**config.mk**
```make
export PLATFORM = sky130hd
export DESIGN_NAME = ald_div
export DESIGN_NICKNAME = d
export VERILOG_FILES = /design/src/design/ald_pkg.sv /design/src/design/ald_div.sv
export SDC_FILE = /design/constraint.sdc
export NUM_CORES = 1
export LEC_CHECK = 0
export BUFFER_PORTS_ARGS = -buffer_cell sky130_fd_sc_hd__buf_2
export CORE_MARGIN = 2
export CORE_UTILIZATION = 43
export CTS_CLUSTER_DIAMETER = 30
export DETAILED_ROUTE_END_ITERATION = 10
export PLACE_DENSITY = 0.61
export SYNTH_ARGS = -nofsm -noshare
export SYNTH_HDL_FRONTEND = slang
export SYNTH_SLANG_ARGS = --single-unit
```
**constraint.sdc**
```tcl
create_clock -name clk -period 3.19 [get_ports clk]
set_clock_uncertainty 0.05 [all_clocks]
set_input_delay 0 -clock clk [delete_from_list [all_inputs] [get_ports clk]]
set_output_delay 0 -clock clk [all_outputs]
set_load 0.005 [all_outputs]
```
**src/design/ald_pkg.sv**
```systemverilog
// ----------------------------------------------------------------------------
// ald_pkg
// Shared constants and types for the anti-aliased line drawer.
// ----------------------------------------------------------------------------
package ald_pkg;

  // Fixed-point formats
  localparam int FRAC_BITS = 8;
  localparam int GRAD_BITS = 16;
  localparam int YQ        = FRAC_BITS + GRAD_BITS;
  localparam int DIV_STEPS = 16 + GRAD_BITS;

  // Framebuffer geometry
  localparam int MAX_WIDTH  = 64;
  localparam int MAX_HEIGHT = 64;
  localparam int COL_BITS   = $clog2(MAX_WIDTH);
  localparam int ROW_BITS   = $clog2(MAX_HEIGHT);
  localparam int ADDR_BITS  = COL_BITS + ROW_BITS;
  localparam int DEPTH      = MAX_WIDTH * MAX_HEIGHT;
  localparam int PIX_BITS   = 24;

  // Operation codes
  localparam logic OP_DRAW = 1'b0;
  localparam logic OP_READ = 1'b1;

  // Register select (paddr bit 2)
  localparam logic REG_WIDTH  = 1'b0;
  localparam logic REG_HEIGHT = 1'b1;

  // Framebuffer write port
  typedef struct packed {
    logic                 en;
    logic [ADDR_BITS-1:0] addr;
    logic [PIX_BITS-1:0]  data;
  } fb_wr_t;

  // Framebuffer read port
  typedef struct packed {
    logic                 en;
    logic [ADDR_BITS-1:0] addr;
  } fb_rd_t;

endpackage

```
**src/design/ald_div.sv**
```systemverilog
// ----------------------------------------------------------------------------
// ald_div
// Restoring divider for the gradient: (num << GRAD_BITS) / den, one
// quotient bit per cycle.
// ----------------------------------------------------------------------------
module ald_div (
  input  logic        clk,
  input  logic        rst,
  input  logic        start,
  input  logic [15:0] num,
  input  logic [16:0] den,
  output logic        done,
  output logic [16:0] quo
);
  import ald_pkg::*;

  logic [DIV_STEPS-1:0] dvd;
  logic [16:0]          rem;
  logic [5:0]           cnt;
  logic                 busy;
  logic [17:0]          trial;
  logic [17:0]          diff;
  logic                 ge;

  // one trial subtract per step
  always_comb begin
    trial = {rem, dvd[DIV_STEPS-1]};
    diff  = trial - {1'b0, den};
    ge    = trial >= {1'b0, den};
  end

  always_ff @(posedge clk) begin
    if (rst) begin
      busy <= 1'b0;
      done <= 1'b0;
      cnt  <= '0;
    end else begin
      done <= 1'b0;
      if (start) begin
        busy <= 1'b1;
        cnt  <= 6'(DIV_STEPS);
      end else if (busy) begin
        cnt <= cnt - 1'b1;
        if (cnt == 6'd1) begin
          busy <= 1'b0;
          done <= 1'b1;
        end
      end
    end
  end

  // datapath
  always_ff @(posedge clk) begin
    if (start) begin
      dvd <= {num, {GRAD_BITS{1'b0}}};
      rem <= '0;
    end else if (busy) begin
      rem <= ge ? diff[16:0] : trial[16:0];
      dvd <= {dvd[DIV_STEPS-2:0], ge};
    end
  end

  assign quo = dvd[16:0];

endmodule

```
==> impl_metrics.yaml, run 1 <==
sta:
  worst_slack_ns: 0.213
  setup_viol: 0
  post-route-period-util_pct: 93.3
  hold_viol_final: 0
  fin_crit_ns: 2.98
  tightestPinTransition_ns: 0.607
  maxSlewViolCount: 0
  rsz0062_at_grt: "false"
  fmax_ghz: 0.336
  setup_tns_ns: 0
  slew_headroom_pct: 59.5
grt:
  grt_pass1_vias: 2586
  grt_use_total_pct: 17.6
  antenna_found_initial: 0
  overflow: 0
  grt_max_degree: 42
  grt_pass1_wl_um: 11900
min_path:
  min_path_cells: 4
  hold_path.class: "in -> reg"
  hp-start: "den[0]"
  whs_endpoint: "rem[0]$_SDFFE_PP0P_"
final_layout:
  fin_nets: 470
  final_common_cell: "buf_2"
  multi_input_area_sq_um: 1740
  areaGrowthSynthToFinish_pct: 18.2
  layout_common_cells: "buf_2, nor2_1, dfxtp_1"
  seq_area_sq_um: 1300
  drive_above_1_share_pct: 18.9
  antennaDiodeCount: 0
  instances_no_fill: 521
  num-fill-cells: 727
clocking:
  cts_root_buf: "clkbuf_8"
  clk_path_buf_depth: 2
  postCtsSetupBuffers: 0
  clk_pin_slew_ns: 0.07
  cts.sinks: 57
  numCtsBuffers: 9
  cts_tree: "built"
  clk_latency_ns: 0.33
  cts_max_level: 3
critical_path:
  crit_arrival_ns: 3.17
  cpMostUsedCell: "inv_1"
  critical-path-max-stage-delay_ns: 0.43
  rr_startpoint: "dvd[31]$_DFFE_PP_"
  endpoint_kind: "flop"
  critPathLaunchType: "flop"
  path_cells: "inv_1 > ha_1 > inv_1 > fa_1 > a21o_1 > a21oi_2 > o211a_1 > o21ai_1 > a221o_1 > buf_4 > mux2i_1 > a211oi_1"
  required_ns: 3.38
  r2r_slack_ns: 0.21
  rr_endpoint: "rem[9]$_SDFFE_PP0P_"
  crit_slowest_cell: "a221o_1"
  path_max_fanout: 10
  worstRegToRegCells: 12
  critical_path_class: "reg -> reg"
detailed_routing:
  drt-met1-wl_um: 3410
  ant_nets: 0
  drt-initial-drc-count: 106
  vias_per_cell: 5.15
  met2_length_um: 3230
  routed_wl_um: 7030
  vias: 2683
  wl_per_cell_um: 13.5
  dr.pass1.iters: 4
  wl_met3_um: 290
  highest_layer: "met4"
  drc: 0
placed_design:
  dp_hpwl_um: 4960
  portBuffers: 53
  place_ws_ns: 0.212
  gp_congestion: 0.831
  post-place-cells: 487
synthesis:
  synth_top_area_share_pct: 24.6
  syn-instance-count: 364
  avgSynthCellArea_sq_um: 9.18
  yosysUniqueCellTypes: 53
  ys_ff_latch: 57
  ys_top_cells_by_area: "dfxtp_1, edfxtp_1, mux2i_1"
  syn_nets: 420
  netlist_area_sq_um: 3340
  netlist.top_cell.by_area: "dfxtp_1"
  ys_seq_area_share_pct: 38.9
  synth_edf_count: 16
  synth-async-reset-ratio_pct: 0
  synth_ff_type: "dfxtp_1"
  ys_warn_count: 0
floorplanning:
  row_count: 32
  die-area_sq_um: 8490
  die_h_um: 92.2
  initial_core_util_pct: 43.7
  die_x_um: 92.2
  core_area_sq_um: 7650
  io_pins: 54
power_and_ir_drop:
  irDropWorstVdd_v: 0.000294
  p_leak_nw: 1.80
  power_density_nw_per_um2: 456
run:
  maxCapViolCount: 0
run_status:
  status: "completed"
## per-layer routing
| metal | vias up | global-route usage [%] |
|---|---|---|
| met5 | - | 0 |
| met4 | 0 | 7.46 |
| met3 | 10 | 3.86 |
| met2 | 59 | 28.2 |
| met1 | 1241 | 23.0 |
| li1 | 1373 | - |
## sequential cells by signal, indices dropped and copies added (netlist names)
signal,count
dvd,32
rem,17
cnt,6
busy,1
done,1
## worst max-delay path by stage
stage	slack [ns]	startpoint	cells after the start	end
finish	0.21	dvd[31]$_DFFE_PP_	12	rem[9]$_SDFFE_PP0P_
global route	0.04	dvd[31]$_DFFE_PP_	12	rem[9]$_SDFFE_PP0P_
CTS	0.17	dvd[31]$_DFFE_PP_	12	rem[9]$_SDFFE_PP0P_
detailed placement	0.21	dvd[31]$_DFFE_PP_	12	rem[0]$_SDFFE_PP0P_
global placement	0.28	dvd[31]$_DFFE_PP_	12	rem[0]$_SDFFE_PP0P_
floorplan	0.51	dvd[31]$_DFFE_PP_	12	rem[0]$_SDFFE_PP0P_
## worst max-delay path, delay by kind of cell (launching register included)
family	cells	cell delay (ns)
buffers and inverters	3	0.35
flip-flops	1	0.36
adder cells (fa/ha/maj)	2	0.55
multiplexers	1	0.13
AO/OA/AOI/OAI	6	1.43
## cells by family (layout without fill, tap and decap cells)
| kind of cell | Yosys count | in the layout | synth area share, % |
|---|---|---|---|
| compound gates | 82 | 82 | 18.0 |
| xor+xnor | 16 | 16 | 4.19 |
| fa+ha+maj | 20 | 20 | 7.71 |
| buf+inv | 61 | 116 | 9.02 |
| flops | 57 | 57 | 38.9 |
| mux | 29 | 29 | 8.69 |
| simple gates | 99 | 99 | 13.4 |
## Yosys cell counts (2+ instances only)
cell type / count
nor2_1: 42
dfxtp_1: 41
mux2i_1: 29
inv_1: 23
nand2_1: 23
ha_1: 19
buf_4: 17
clkbuf_1: 17
a22o_1: 16
edfxtp_1: 16
o21ai_0: 13
a21o_1: 11
a21oi_1: 10
xnor2_1: 10
nand3_1: 9
a211oi_1: 7
nor3_1: 7
xor2_1: 6
a31oi_1: 4
and3_1: 3
o21a_1: 3
a41o_1: 2
buf_1: 2
nand2b_1: 2
nor2b_1: 2
o2111ai_1: 2
or3_1: 2
## where the power goes
| part | switching, W | internal (W) |
|---|---|---|
| sequential | 0.0000273 | 0.000784 |
| clock | 0.000277 | 0.000401 |
| combinational | 0.000162 | 0.000148 |
## metrics by stage
stage                     utilization (%)  hold WS [ns]  total power, W  area, sq um
after floorplan                         -        0.0224         0.00104         3340
after global placement               46.6         0.137         0.00111         3570
after detailed placement             46.6         0.140         0.00112         3570
after CTS                            51.6         0.142         0.00182         3950
after global routing                 51.6         0.165         0.00189         3950
final                                51.6         0.151         0.00180         3950
## layout make-up
class                           instances  share of cell area, %
Timing Repair Buffer                   77                   12.4
Clock buffer                           13                   4.02
Clock inverter                          3                   1.01
Tap cell                              102                   3.23
Multi-Input combinational cell        246                   44.1
Inverter                               23                   2.19
Sequential cell                        57                   33.0
## timing repair
item	CTS	global route
resized for setup	0	1
hold buffers	18	0
hold endpoints to repair	25	0
setup endpoints to repair	0	3
Note: power is estimated with default switching activity, not from simulation.
==> run 2: changes to the inputs <==
Settings changed: ABC_AREA set to 1, CELL_PAD_IN_SITES_DETAIL_PLACEMENT set to 1, CELL_PAD_IN_SITES_GLOBAL_PLACEMENT set to 2, CORE_UTILIZATION 43 to 32, PLACE_DENSITY 0.61 to 0.88.
==> run 2 against run 1 <==
Synthesized cell count increased by 37%. Non-clock buffer count shrank 2. Sequential power decreased by 3.0%.
==> impl_metrics.yaml, run 2 <==
run_status:
  status: "completed"
floorplanning:
  core_area_sq_um: 10900
  die_h_um: 110
  die-area_sq_um: 12200
  initial_core_util_pct: 33.1
  die_x_um: 110
  io_pins: 54
  row_count: 38
run:
  maxCapViolCount: 0
clocking:
  cts_max_level: 3
  cts_root_buf: "clkbuf_16"
  clk_path_buf_depth: 2
  cts.sinks: 57
  clk_pin_slew_ns: 0.06
  clk_latency_ns: 0.33
  cts_tree: "built"
  numCtsBuffers: 9
  cts_resized: 0
sta:
  whs_ns: 0.0535
  maxSlewViolCount: 0
  tightestPinTransition_ns: 0.494
  slew_headroom_pct: 67.0
  fmax_ghz: 0.454
  setup_tns_ns: 0
  hold_viol_final: 0
  fin_crit_ns: 2.20
  post-route-period-util_pct: 69.0
  setup_viol: 0
  rsz0062_at_grt: "false"
  worst_slack_ns: 0.987
detailed_routing:
  vias: 3230
  routed_wl_um: 9540
  wl_per_cell_um: 13.6
  vias_per_cell: 4.60
  dr.pass1.iters: 4
  drc: 0
  drt-initial-drc-count: 131
  ant_nets: 0
synthesis:
  syn-instance-count: 500
  syn_nets: 556
  yosysUniqueCellTypes: 35
  synth.top_cells.by_count: "nand2_1, inv_1, dfxtp_1"
  ys_seq_area_share_pct: 36.0
  netlist.top_cell.by_area: "dfxtp_1"
  synth_top_family_by_area: "simple AND/OR/NAND/NOR gates"
  ys_top_cells_by_area: "dfxtp_1, nand2_1, edfxtp_1"
  synth_xor_area_share_pct: 2.18
  avgSynthCellArea_sq_um: 7.23
  synth_ff_type: "dfxtp_1"
  ys_ff_latch: 57
  synth-async-reset-ratio_pct: 0
  netlist_area_sq_um: 3610
  synth_edf_count: 16
  synth-adder-area-share_pct: 7.13
  synth_most_common_cell: "nand2_1"
  synth_compound_area_share_pct: 8.72
  synth_top_area_share_pct: 22.7
  ys_warn_count: 0
  yosys.area_share.simple_pct: 31.0
  synthMuxAreaShare_pct: 0
power_and_ir_drop:
  power_density_nw_per_um2: 440
  p_leak_nw: 2.26
  p_total_w: 0.00192
  irDropWorstVdd_v: 0.000268
placed_design:
  placed_area_sq_um: 3900
  dp_hpwl_um: 7140
  place_ws_ns: 0.983
  portBuffers: 53
  gp_congestion: 0.802
final_layout:
  layout_common_cells: "nand2_1, inv_1, buf_2"
  fin_nets: 613
  areaGrowthSynthToFinish_pct: 20.4
  final_common_cell: "nand2_1"
  fin_area_sq_um: 4350
  largest_register: "dvd"
  largest_reg_flops: 32
  seq_area_sq_um: 1300
  antennaDiodeCount: 0
  multi_input_area_sq_um: 1770
  drive_above_1_share_pct: 16.7
  num-fill-cells: 1413
  top_regs: "dvd (32), rem (17), cnt (6)"
grt:
  grt_pass1_vias: 3338
  overflow: 0
  antenna_found_initial: 0
  grt_use_total_pct: 17.3
  grt_pass1_wl_um: 16000
  grt_max_degree: 20
min_path:
  hold_path.class: "in -> reg"
critical_path:
  required_ns: 3.36
  critPathLaunchType: "flop"
  r2r_slack_ns: 0.99
  critical_path_class: "reg -> reg"
  path_max_fanout: 18
  endpoint_kind: "flop"
  crit_arrival_ns: 2.37
==> run 2: cell count changes after synthesis, moves of 11 or more <==
cell and change:
nand3b_1 +13, a21o_1 -11, o21ai_0 -11, mux2i_1 -29, inv_1 +67, nand3_1 +30, nor2_1 -27, clkbuf_1 -14
nand2_1 +133, o22ai_1 +15
==> run 2: layer usage <==
metal | track usage, % | share of wire (%) | up-vias
li1 | - | - | 1691
met1 | 21.6 | 47 | 1495
met2 | 29.4 | 49 | 40
met3 | 5.00 | 3.2 | 4
met4 | 4.11 | 0.59 | 0
met5 | 0 | 0 | -
==> run 2: worst paths after layout <==
kind	from	endpoint	cells after the start
setup reg to reg	dvd[31]$_DFFE_PP_	rem[15]$_SDFFE_PP0P_	12
hold reg to reg	rem[16]$_SDFFE_PP0P_	rem[16]$_SDFFE_PP0P_	2
setup / recovery	dvd[31]$_DFFE_PP_	rem[15]$_SDFFE_PP0P_	12
hold / removal	den[0]	rem[0]$_SDFFE_PP0P_	5
==> run 2: final cells by class <==
class / instances / area share (%)
multi-input cells: 322 / 40.7
repair buffers: 75 / 10.9
flip-flops and latches: 57 / 29.9
well taps: 140 / 4.02
inverters: 92 / 7.93
clock inverters: 7 / 1.38
clock buffers: 9 / 5.17
==> run 2: where the power goes <==
part / switching (W) / total (W) / internal (W) / leakage (nW)
clock network: 0.000386 / 0.000926 / 0.000540 / 0.139
logic: 0.000114 / 0.000201 / 0.0000863 / 1.62
registers: 0.0000134 / 0.000788 / 0.000774 / 0.500
total: 0.000514 / 0.00192 / 0.00140 / 2.26
==> run 2: through the flow <==
step / util [%] / std cells
after floorplan: - / 500
after global placement: 35.6 / 669
after detailed placement: 35.6 / 669
after CTS: 39.8 / 702
after global routing: 39.8 / 702
final: 39.8 / 702
==> run 2: kinds of logic after synthesis <==
kind of cell / Yosys count
xor gates and xnor gates: 9
adders and majority gates: 20
DFF: 57
buffers and inverters: 121
AOI/OAI and AO/OA: 44
and+or+nand+nor: 249
==> run 2: timing repair <==
| item | in CTS | in global routing |
|---|---|---|
| endpoints found under the hold margin | 18 | 0 |
| hold buffers | 17 | 0 |
| setup buffers | 0 | 0 |
==> run 2: worst max-delay path, stage by stage (launching register included) <==
cell	delay (ns)
edfxtp_1	0.36
inv_1	0.09
ha_1	0.15
inv_1	0.06
fa_1	0.44
nand3_1	0.15
nand3_2	0.12
nand2_4	0.21
nand2_8	0.14
nand2_2	0.15
nand2_1	0.06
nand2_1	0.06
nand2_1	0.05
